$ cat src/design/iotpm_pkg.sv
// ----------------------------------------------------------------------------
// IPv4 octet trie prefix match: shared types and constants
// Request codes, internal operation codes, status codes, slot layout and
// the command that travels from the front end to the lookup engine.
// ----------------------------------------------------------------------------
package iotpm_pkg;

    localparam int ADDR_W = 32;
    localparam int OCT_W  = 3;
    localparam int ID_W   = 16;
    localparam int TAG_W  = 8;
    localparam int REQ_W  = 2;
    localparam int ST_W   = 2;
    localparam int OCTET_BITS = 8;
    localparam int IN_DATA_W  = 64;
    localparam int OUT_DATA_W = 32;

    localparam logic [REQ_W-1:0] REQ_BEGIN  = 2'd0;
    localparam logic [REQ_W-1:0] REQ_INSERT = 2'd1;
    localparam logic [REQ_W-1:0] REQ_COMMIT = 2'd2;
    localparam logic [REQ_W-1:0] REQ_SEARCH = 2'd3;

    localparam logic [ST_W-1:0] ST_OK       = 2'd0;
    localparam logic [ST_W-1:0] ST_CONFLICT = 2'd1;
    localparam logic [ST_W-1:0] ST_NOMEM    = 2'd2;

    localparam logic [1:0] KIND_EMPTY = 2'd0;
    localparam logic [1:0] KIND_RULE  = 2'd1;
    localparam logic [1:0] KIND_CHILD = 2'd2;

    typedef enum logic [2:0] {
        OP_BEGIN,
        OP_INSERT,
        OP_WILD,
        OP_REJECT,
        OP_COMMIT,
        OP_SEARCH
    } t_op;

    typedef struct packed {
        t_op               op;
        logic [ADDR_W-1:0] address;
        logic [OCT_W-1:0]  octets;
        logic [ID_W-1:0]   rule_id;
        logic [TAG_W-1:0]  tag;
    } t_cmd;

    typedef struct packed {
        logic [1:0]       kind;
        logic [ID_W-1:0]  val;
        logic [TAG_W-1:0] tag;
    } t_slot;

    function automatic logic [OCTET_BITS-1:0] octet_at(input logic [ADDR_W-1:0] a,
                                                       input logic [1:0] lvl);
        logic [OCTET_BITS-1:0] o;
        case (lvl)
            2'd0:    o = a[31:24];
            2'd1:    o = a[23:16];
            2'd2:    o = a[15:8];
            default: o = a[7:0];
        endcase
        return o;
    endfunction

endpackage

$ cat src/design/iotpm_queue.sv
// ----------------------------------------------------------------------------
// IPv4 octet trie prefix match: command queue
// Two-entry queue that decouples the front end from the lookup engine.
// ----------------------------------------------------------------------------
module iotpm_queue (
    input  logic            i_clk,
    input  logic            i_rst_n,
    input  logic            i_push,
    input  iotpm_pkg::t_cmd i_cmd,
    output logic            o_full,
    output logic            o_valid,
    output iotpm_pkg::t_cmd o_cmd,
    input  logic            i_pop
);
    import iotpm_pkg::*;

    t_cmd       r_slot [2];
    logic       r_wp;
    logic       r_rp;
    logic [1:0] r_cnt;

    assign o_full  = (r_cnt == 2'd2);
    assign o_valid = (r_cnt != 2'd0);
    assign o_cmd   = r_slot[r_rp];

    always_ff @(posedge i_clk) begin
        if (i_push) begin
            r_slot[r_wp] <= i_cmd;
        end
    end

    always_ff @(posedge i_clk) begin
        if (!i_rst_n) begin
            r_wp  <= 1'b0;
            r_rp  <= 1'b0;
            r_cnt <= 2'd0;
        end else begin
            if (i_push) begin
                r_wp <= ~r_wp;
            end
            if (i_pop) begin
                r_rp <= ~r_rp;
            end
            r_cnt <= r_cnt + 2'(i_push) - 2'(i_pop);
        end
    end

endmodule

$ cat config.mk
export PLATFORM = sky130hd
export DESIGN_NAME = iotpm_queue
export DESIGN_NICKNAME = d
export VERILOG_FILES = /design/src/design/iotpm_pkg.sv /design/src/design/iotpm_queue.sv
export SDC_FILE = /design/constraint.sdc
export NUM_CORES = 1
export LEC_CHECK = 0
export BUFFER_PORTS_ARGS = -buffer_cell sky130_fd_sc_hd__clkbuf_2
export CAP_MARGIN = 20
export CORE_UTILIZATION = 47
export DETAILED_ROUTE_END_ITERATION = 10
export PLACE_DENSITY = 0.81
export SLEW_MARGIN = 30
export SYNTH_ARGS = -nofsm -noshare
export SYNTH_HDL_FRONTEND = slang
export SYNTH_SLANG_ARGS = --single-unit
$ cat constraint.sdc
create_clock -name i_clk -period 3.4 [get_ports i_clk]
set_clock_uncertainty 0.1 [all_clocks]
set_input_delay 0.17 -clock i_clk [delete_from_list [all_inputs] [get_ports i_clk]]
set_output_delay 0.17 -clock i_clk [all_outputs]
set_load 0.02 [all_outputs]
==> flow_summary.json, run 1 <==
{
  "outcome": "finished clean",
  "cts_tree": "done",
  "synth_edf_count": 124,
  "hold_path_end": "r_slot[1][11]",
  "slew-limit-headroom_pct": 47.8,
  "ys_warn_count": 0,
  "met2_usage_pct": 30.5,
  "r2r_cells": 2,
  "die_y_um": 105,
  "grt.busiest_layer": "met2",
  "hpwl_um": 5450,
  "cts_max_path_buffers": 2,
  "p_comb_share_pct": 12.8,
  "pwr-share-clk_pct": 41.9,
  "vias": 2683,
  "avgSynthCellArea_sq_um": 23.4,
  "root_buffer": "clkbuf_8",
  "grt_pass1_vias": 2871,
  "routedWlPerCell_um": 15.6,
  "drt_wl_total_um": 8970,
  "p_leak_nw": 2.87,
  "die_w_um": 105,
  "cap_violations": 0,
  "pin_count": 130,
  "synth-seq-area-share_pct": 76.4,
  "r2r-end": "r_slot[1][26]",
  "grt_max_degree": 42,
  "p_sw_share_pct": 22.6,
  "clk_pin_slew_worst_paths_ns": 0.06,
  "max_freq_ghz": 0.397,
  "grt_remaining_overflow": 0,
  "finalCritPeriodShare_pct": 74.0,
  "rsz0062_at_grt": "no",
  "yosysTopAreaCellShare_pct": 74.4,
  "cts_resized": 0,
  "post-route-util_pct": 67.7,
  "synth_nets": 282,
  "met1_usage_pct": 19.2,
  "final-hold-violation-count": 0,
  "avgViaCountPerCell": 4.66,
  "drc": 0,
  "critPathLaunchType": "register",
  "final.min_clock_period_ns": 2.52,
  "seqPwrFrac_pct": 45.3,
  "first_iter_violations": 98,
  "die-area_sq_um": 11100,
  "final_max_slew_viol_count": 0,
  "netlist_area_sq_um": 5010,
  "r2r_slack_ns": 1.49,
  "rows": 37,
  "slowest_stage": "dfxtp_4",
  "synth.distinct_cells": 14,
  "yosys-top-cells-count": "edfxtp_1 (124), mux2_4 (60), buf_12 (6)",
  "ys_ff_latch": 129,
  "min_path_cells": 2,
  "gp_congestion": 0.728,
  "clock_sinks": 129,
  "final_antenna_net_count": 0,
  "synth.largest_area_cell": "edfxtp_1",
  "num_antenna_cells": 0,
  "grt_use_met3_pct": 5.30,
  "final.setup.tns_ns": 0,
  "port_buffers": 129,
  "crit_arrival_ns": 2.25,
  "cts_inserted_buffers": 17,
  "end_kind": "output pin",
  "peakVddDrop_uv": 491,
  "crit_chain": "buf_4 -> mux2_4 -> clkbuf_2",
  "ys_top_cells_by_area": "edfxtp_1 (74%), mux2_4 (18%), buf_12 (2.4%)",
  "antenna_found_initial": 0,
  "ys.flop_type": "edfxtp_1",
  "critPathKind": "register to output pin",
  "syn_inst": 214,
  "ys_async_sr_fraction_pct": 0,
  "finalSetupViolations": 0,
  "drive_gt1_share_pct": 52.5,
  "clk_latency_ns": 0.49,
  "switchingPower_uw": 944,
  "synth.most_common_cell": "edfxtp_1",
  "worst_slew_pin_slew_ns": 0.783,
  "start_util_pct": 48.5,
  "crit_fanout": 41,
  "drt_first_pass_iters": 4,
  "worstHoldStart": "i_cmd[11]",
  "critPathMaxStageDelay_ns": 0.86,
  "area_growth_pct": 39.7,
  "core-area_sq_um": 10300,
  "hold_path.class": "primary input to register",
  "grt_pass1_wl_um": 13900,
  "htree_levels": 4,
  "internal_power_mw": 3.23,
  "crit_required_ns": 3.13,
  "fin_nets": 495,
  "p_per_area_nw_per_um2": 596,
  "r2r-start": "r_wp",
  "gr-usage-all-layers_pct": 17.2
}
-- power groups by stage --
stage          Clock (mW)  Combinational [mW]  Sequential (mW)
3_5_place_dp            0               0.471             1.92
2_1_floorplan           0               0.368             1.89
5_1_grt              1.85               0.565             1.90
6_report             1.75               0.534             1.89
4_1_cts              1.78               0.534             1.89
3_3_place_gp            0               0.459             1.92
-- worst max-delay path by stage --
| stage | end | start | depth (start not counted) | slack, ns |
|---|---|---|---|---|
| finish | o_cmd[30] | register | 3 | 0.88 |
| global route | o_cmd[30] | register | 3 | 0.76 |
| CTS | o_cmd[9] | register | 3 | 0.83 |
| detailed placement | o_cmd[9] | register | 3 | 1.38 |
| global placement | o_cmd[39] | register | 3 | 1.42 |
| floorplan | r_slot[0][0] | r_wp | 1 | 0.92 |
-- area by class of cell --
type                    count  area (sq um)
well taps                 136           170
inverters                   2          7.51
clock inverters            15           169
clock buffers              17           414
repair buffers            201          1350
multi-input cells          76          1050
fillers                   675          3330
flip-flops and latches    129          3830
-- per-layer routing --
layer / routed length (um) / vias up
met3: 388 / 8
li1: - / 1274
met1: 3680 / 1314
met2: 4830 / 87
met5: 0 / -
met4: 77 / 0
-- registers in the layout (all words and copies together), names as in the netlist, named ones only --
signal,cells
r_rp,1
r_cnt,2
r_wp,1
r_slot,124
-- through the flow --
step / setup slack (ns) / total power [mW] / hold slack [ns] / std cells / instance area, sq um
final: 0.883 / 4.17 / 0.299 / 576 / 6990
after global routing: 0.763 / 4.32 / 0.273 / 576 / 6990
after CTS: 0.835 / 4.21 / 0.269 / 576 / 6990
after detailed placement: 1.38 / 2.39 / 0.262 / 478 / 5750
after global placement: 1.42 / 2.38 / 0.259 / 478 / 5750
after floorplan: 0.925 / 2.26 / 0.169 / 214 / 5010
-- placed cells by master (no fill, tap or decap) --
cell	count
clkbuf_16	16
clkbuf_2	129
inv_1	2
dlygate4sd3_1	66
and2_2	1
bufinv_16	3
buf_4	6
ha_1	2
clkinv_1	2
edfxtp_1	124
or2_2	1
dfxtp_1	4
clkinv_2	4
clkinvlp_4	1
clkbuf_8	1
nor2b_1	3
xnor3_1	1
nor2b_4	1
dfxtp_4	1
clkinv_4	5
o21a_1	1
xor2_1	1
mux2_4	60
mux2_2	2
and2_1	3
-- worst max-delay path, delay by kind of cell, from the launching register on --
family / cells / cell delay, ns
flops: 1 / 0.86
mux: 1 / 0.33
buf+inv: 2 / 0.55
-- kinds of logic after synthesis --
family / after synthesis / synth area share (%)
mux: 62 / 18.4
simple gates: 9 / 1.12
buf+inv: 9 / 2.77
compound gates: 1 / 0.150
fa+ha+maj: 2 / 0.500
xor+xnor: 2 / 0.625
flops: 129 / 76.4
-- repair_timing --
item,4_1_cts,5_1_grt
hold buffers,66,0
setup buffers,0,0
setup endpoints to repair,0,0
hold endpoints to repair,129,0
(Power assumes the default switching activity.)
==> inputs of run 2 (changes only) <==
Settings changed: ABC_AREA set to 1, CORE_UTILIZATION 47 to 50, PLACE_DENSITY 0.81 to 0.82.
Clock period 3.4 ns to 2.35 ns, I/O delays scaled along.
==> run 2 against run 1 <==
Against the previous run:
- hold slack got worse by 0.061 ns
- global-route usage increased by 1.7 points
- register-to-register slack got worse by 1.0 ns
- total power increased by 39%
- routed wire length increased by 3.0%
- critical path depth unchanged
- count of clock-buffer cells in the layout increased by 2
- clock power increased by 35%
- via count increased by 1.7%
- final cell count increased by 1.4%
- largest power group unchanged
==> flow_summary.json, run 2 <==
{
  "ys_top_cells_by_area": "edfxtp_1 (74%), mux2_4 (18%), buf_12 (2.4%)",
  "hold_path.class": "primary input to register",
  "hpwl_um": 5380,
  "final_common_cell": "clkbuf_2",
  "ys_warn_count": 0,
  "die-area_sq_um": 10400,
  "port_buffers": 129,
  "ys.flop_type": "edfxtp_1",
  "gr-usage-all-layers_pct": 18.9,
  "peakVddDrop_uv": 711,
  "min_path_cells": 2,
  "crit_required_ns": 2.13,
  "cap_violations": 0,
  "cts_resized": 0,
  "antenna_found_initial": 0,
  "synth-seq-area-share_pct": 76.4,
  "p_sw_share_pct": 22.3,
  "pin_count": 130,
  "synth.distinct_cells": 12,
  "internal_power_mw": 4.50,
  "crit_chain": "buf_4 -> mux2_4 -> clkbuf_2",
  "fin_hold_ws_ns": 0.238,
  "critPathLaunchType": "register",
  "clock_sinks": 129,
  "critPathBufInv": 2,
  "avgViaCountPerCell": 4.67,
  "largest-register": "r_slot",
  "critPathTopFamily": "flip-flops",
  "die_w_um": 102,
  "synth.largest_area_cell": "edfxtp_1",
  "p_per_area_nw_per_um2": 831,
  "synth_edf_count": 124,
  "path_depth": 3,
  "hold_path_end": "r_slot[1][50]",
  "r2r_slack_ns": 0.47,
  "grt_remaining_overflow": 0,
  "drt_first_pass_iters": 4,
  "num_antenna_cells": 0,
  "reg_top3": "r_slot: 124 flops, r_cnt: 2 flops",
  "finalSetupViolations": 0,
  "post-route-util_pct": 71.7,
  "final.setup.tns_ns": 0,
  "crit_arrival_ns": 1.91,
  "clk_latency_ns": 0.50,
  "syn_inst": 226,
  "ys_ff_latch": 129,
  "grt_pass1_vias": 3017,
  "end_kind": "output pin",
  "clk_pin_slew_worst_paths_ns": 0.06,
  "switchingPower_mw": 1.29,
  "ctsHoldBuffers": 66,
  "worstHoldStart": "i_cmd[50]",
  "area_growth_pct": 39.4,
  "root_buffer": "clkbuf_8",
  "synth_nets": 294,
  "drc": 0,
  "core-area_sq_um": 9730,
  "layout_common_cells": "clkbuf_2 (129), edfxtp_1 (124), dlygate4sd3_1 (66)",
  "largest_reg_flops": 124,
  "avgSynthCellArea_sq_um": 22.1,
  "slowest_stage": "dfxtp_4",
  "critPathMaxStageDelay_ns": 0.55,
  "cts_setup_buffers": 0,
  "synth.most_common_cell": "edfxtp_1",
  "outcome": "finished clean",
  "final_max_slew_viol_count": 0,
  "grt_pass1_wl_um": 14000,
  "postLayoutCellArea_sq_um": 6970,
  "rows": 36,
  "r2r_cells": 7,
  "r2r-end": "r_cnt[0]",
  "first_iter_violations": 84,
  "finalCritPeriodShare_pct": 90.4,
  "p_comb_share_pct": 12.4,
  "start_util_pct": 51.4,
  "seqPwrFrac_pct": 46.8,
  "drt_wl_total_um": 9240,
  "fin_nets": 506,
  "p_total_mw": 5.80,
  "vias": 2728,
  "max_freq_ghz": 0.471,
  "grt_max_degree": 63,
  "worst_slew_pin_slew_ns": 0.366,
  "final-hold-violation-count": 0,
  "critPathKind": "register to output pin",
  "yosys-top-cells-count": "edfxtp_1 (124), mux2_4 (60), nand2_1 (9)",
  "final.min_clock_period_ns": 2.12,
  "pwr-share-clk_pct": 40.9,
  "htree_levels": 4,
  "p_leak_nw": 2.87,
  "slew-limit-headroom_pct": 75.6,
  "rsz0062_at_grt": "no",
  "placed_area_sq_um": 5770,
  "die_y_um": 102,
  "cts_tree": "done",
  "yosysTopAreaCellShare_pct": 74.4,
  "cts_max_path_buffers": 2,
  "gp_congestion": 0.669,
  "drive_gt1_share_pct": 50.1,
  "cts_inserted_buffers": 17,
  "routedWlPerCell_um": 15.8,
  "ys_async_sr_fraction_pct": 0,
  "final_antenna_net_count": 0,
  "netlist_area_sq_um": 5000,
  "r2r-start": "r_cnt[0]",
  "crit_fanout": 18
}
==> run 2: cell count changes after synthesis, sizes merged, moves of 4 or more <==
cell and delta:
inv +5, nor2 +8, nor2b -4, and2 -4, nand2 +9
==> run 2: cells by family (layout without fill, tap and decap cells) <==
group	after synthesis	after routing	share of synthesized area, %
multiplexers	62	62	18.5
flip-flops	129	129	76.4
AO/OA/AOI/OAI	1	1	0.0999
buffers and inverters	14	239	3.15
adder cells (fa/ha/maj)	2	2	0.500
AND/OR/NAND/NOR	18	18	1.38
==> run 2: layer usage <==
| layer | up-vias | track usage, % | share of wire (%) |
|---|---|---|---|
| li1 | 1303 | - | - |
| met1 | 1312 | 19.7 | 39 |
| met2 | 95 | 34.0 | 53 |
| met3 | 18 | 5.81 | 5.4 |
| met4 | 0 | 10.1 | 2.0 |
| met5 | - | 0 | 0 |
==> run 2: area by class of cell <==
type,count,area (sq um)
Multi-Input combinational cell,83,1030
Timing Repair Buffer,200,1380
Inverter,7,26.3
Sequential cell,129,3830
Tap cell,133,166
Fill cell,653,2760
Clock buffer,19,422
Clock inverter,13,120
==> run 2: per-stage QoR <==
step           std cells  setup WS (ns)
6_report             584          0.226
3_5_place_dp         486          0.736
3_3_place_gp         486          0.756
2_1_floorplan        226          0.164
4_1_cts              584          0.191
5_1_grt              584          0.150
==> run 2: power by group through the flow <==
stage / combinational [mW] / clock (mW) / sequential (mW)
after CTS: 0.718 / 2.41 / 2.71
after floorplan: 0.449 / 0 / 2.74
final: 0.718 / 2.37 / 2.71
after global placement: 0.607 / 0 / 2.75
after detailed placement: 0.627 / 0 / 2.76
after global routing: 0.770 / 2.50 / 2.72
==> run 2: how the worst max path moves through the flow <==
stage                         from           end  slack, ns
final                     register     o_cmd[48]       0.23
after global routing      register      o_cmd[1]       0.15
after CTS                 register      o_cmd[8]       0.19
after detailed placement  register      o_cmd[8]       0.74
after global placement    register     o_cmd[19]       0.76
after floorplan               r_wp  r_slot[1][0]       0.16
==> run 2: worst reg2reg max path: stages, from the launching register on <==
cell           delay [ns]
dfxtp_1              0.34
inv_1                0.07
ha_1                 0.28
inv_1                0.05
ha_1                 0.26
nand2_1              0.06
dlygate4sd3_1        0.55
inv_1                0.06
==> inputs of run 3 (changes only) <==
Settings changed: ABC_AREA 1 to not set.
==> run 3 against run 2 <==
Against the previous run:
- register-to-register slack improved by 0.11 ns
- first-iteration DRC count increased by 70%
- final cell count fell by 2.2%
- core utilization is 0.89 points higher
- cell area rose by 1.2%
- sequential power barely moved
- sequential share of layout area shrank 0.67 points
- hold slack worse by 0.0013 ns
- worst setup slack improved by 0.099 ns
- count of clock-buffer cells in the layout increased by 3
- clock power up 19%
- largest power group is now clock
- highest routed layer unchanged
==> flow_summary.json, run 3 (synthesis gave the netlist of run 1 again) <==
{
  "fin_hold_ws_ns": 0.237,
  "p_per_area_nw_per_um2": 896,
  "drive_gt1_share_pct": 52.3,
  "outcome": "finished clean",
  "crit_fanout": 62,
  "switchingPower_mw": 1.35,
  "finalCritPeriodShare_pct": 86.2,
  "hpwl_um": 5000,
  "grt_max_degree": 63,
  "crit_arrival_ns": 1.81,
  "largest_reg_flops": 124,
  "crit_chain": "buf_12 -> mux2_2 -> clkbuf_2",
  "grt_pass1_wl_um": 13300,
  "first_iter_violations": 143,
  "final_antenna_net_count": 0,
  "cts_resized": 0,
  "avgViaCountPerCell": 4.69,
  "gr-usage-all-layers_pct": 18.2,
  "hold_path.class": "primary input to register",
  "multi_input_area_sq_um": 1050,
  "num_antenna_cells": 0,
  "internal_power_mw": 4.97,
  "gp_congestion": 0.686,
  "drc": 0,
  "worst_slew_pin_slew_ns": 0.498,
  "port_buffers": 129,
  "cts_setup_buffers": 0,
  "critPathMaxStageDelay_ns": 0.40,
  "clk_pin_slew_worst_paths_ns": 0.06,
  "seq_area_sq_um": 3830,
  "final_common_cell": "clkbuf_2",
  "root_buffer": "clkbuf_8",
  "critPathKind": "register to output pin",
  "antenna_found_initial": 0,
  "max_freq_ghz": 0.494,
  "seqPwrFrac_pct": 42.7,
  "cts_inserted_buffers": 17,
  "final.setup.tns_ns": 0,
  "ctsHoldBuffers": 66,
  "slowest_stage": "mux2_2",
  "p_total_mw": 6.32,
  "cap_violations": 0,
  "finalSetupViolations": 0,
  "p_sw_share_pct": 21.3,
  "start_util_pct": 51.5,
  "rows": 36,
  "cts_tree": "done",
  "drt_first_pass_iters": 4,
  "cts_max_path_buffers": 2,
  "die-area_sq_um": 10400,
  "die_w_um": 102,
  "clock_sinks": 129,
  "reg_top3": "r_slot: 124 flops, r_cnt: 2 flops",
  "final_max_slew_viol_count": 0,
  "largest-register": "r_slot",
  "critPathLaunchType": "register",
  "routedWlPerCell_um": 16.2,
  "p_leak_nw": 2.89,
  "drt_wl_total_um": 9240,
  "htree_levels": 4,
  "pin_count": 130,
  "area_growth_pct": 41.0,
  "critPathTopFamily": "buffers and inverters",
  "final-hold-violation-count": 0,
  "core-area_sq_um": 9730,
  "peakVddDrop_uv": 615,
  "clk_latency_ns": 0.52,
  "die_y_um": 102,
  "rsz0062_at_grt": "no",
  "p_comb_share_pct": 12.8,
  "crit_required_ns": 2.13,
  "grt_pass1_vias": 2779,
  "pwr-share-clk_pct": 44.5,
  "critPathBufInv": 2,
  "final.min_clock_period_ns": 2.03,
  "end_kind": "output pin",
  "vias": 2680,
  "grt_remaining_overflow": 0,
  "fin_nets": 493,
  "fillers": 640,
  "layout_common_cells": "clkbuf_2 (129), edfxtp_1 (124), dlygate4sd3_1 (66)",
  "slew-limit-headroom_pct": 66.8
}
## run 3: layout make-up
type | count | area share, %
clock buffer | 22 | 6.56
clock inverter | 10 | 2.57
inverter | 2 | 0.106
multi-input combinational | 76 | 14.9
sequential | 129 | 54.2
tap | 133 | 2.36
timing repair buffer | 199 | 19.3
## run 3: final timing paths
check             cells after the start  slack [ns]  startpoint       endpoint
setup / recovery                      3        0.32    register      o_cmd[61]
hold / removal                        2        0.24   i_cmd[40]  r_slot[0][40]
setup reg to reg                      4        0.58        r_wp           r_wp
hold reg to reg                       2        0.49        r_rp           r_rp
## run 3: metal layers
layer | track usage [%] | vias to the layer above | routed length [um]
met2 | 33.8 | 84 | 5210
met4 | 9.12 | 0 | 138
met1 | 18.7 | 1323 | 3560
met5 | 0 | - | 0
li1 | - | 1264 | -
met3 | 5.13 | 9 | 329
## run 3: power by group through the flow
stage                     registers [mW]  logic, mW  clock network, mW
after floorplan                     2.73      0.533                  0
after global placement              2.73      0.704                  0
after detailed placement            2.75      0.720                  0
after CTS                           2.70      0.812               2.85
after global routing                2.71      0.862               2.95
final                               2.70      0.810               2.81
## run 3: metrics by stage
stage,worst slack (ns),utilization (%),instance area [sq um],cells
after global placement,0.849,59.1,5750,473
after global routing,0.239,72.6,7060,571
after detailed placement,0.826,59.1,5750,473
after floorplan,-0.0256,-,5010,214
final,0.324,72.6,7060,571
after CTS,0.267,72.6,7060,571
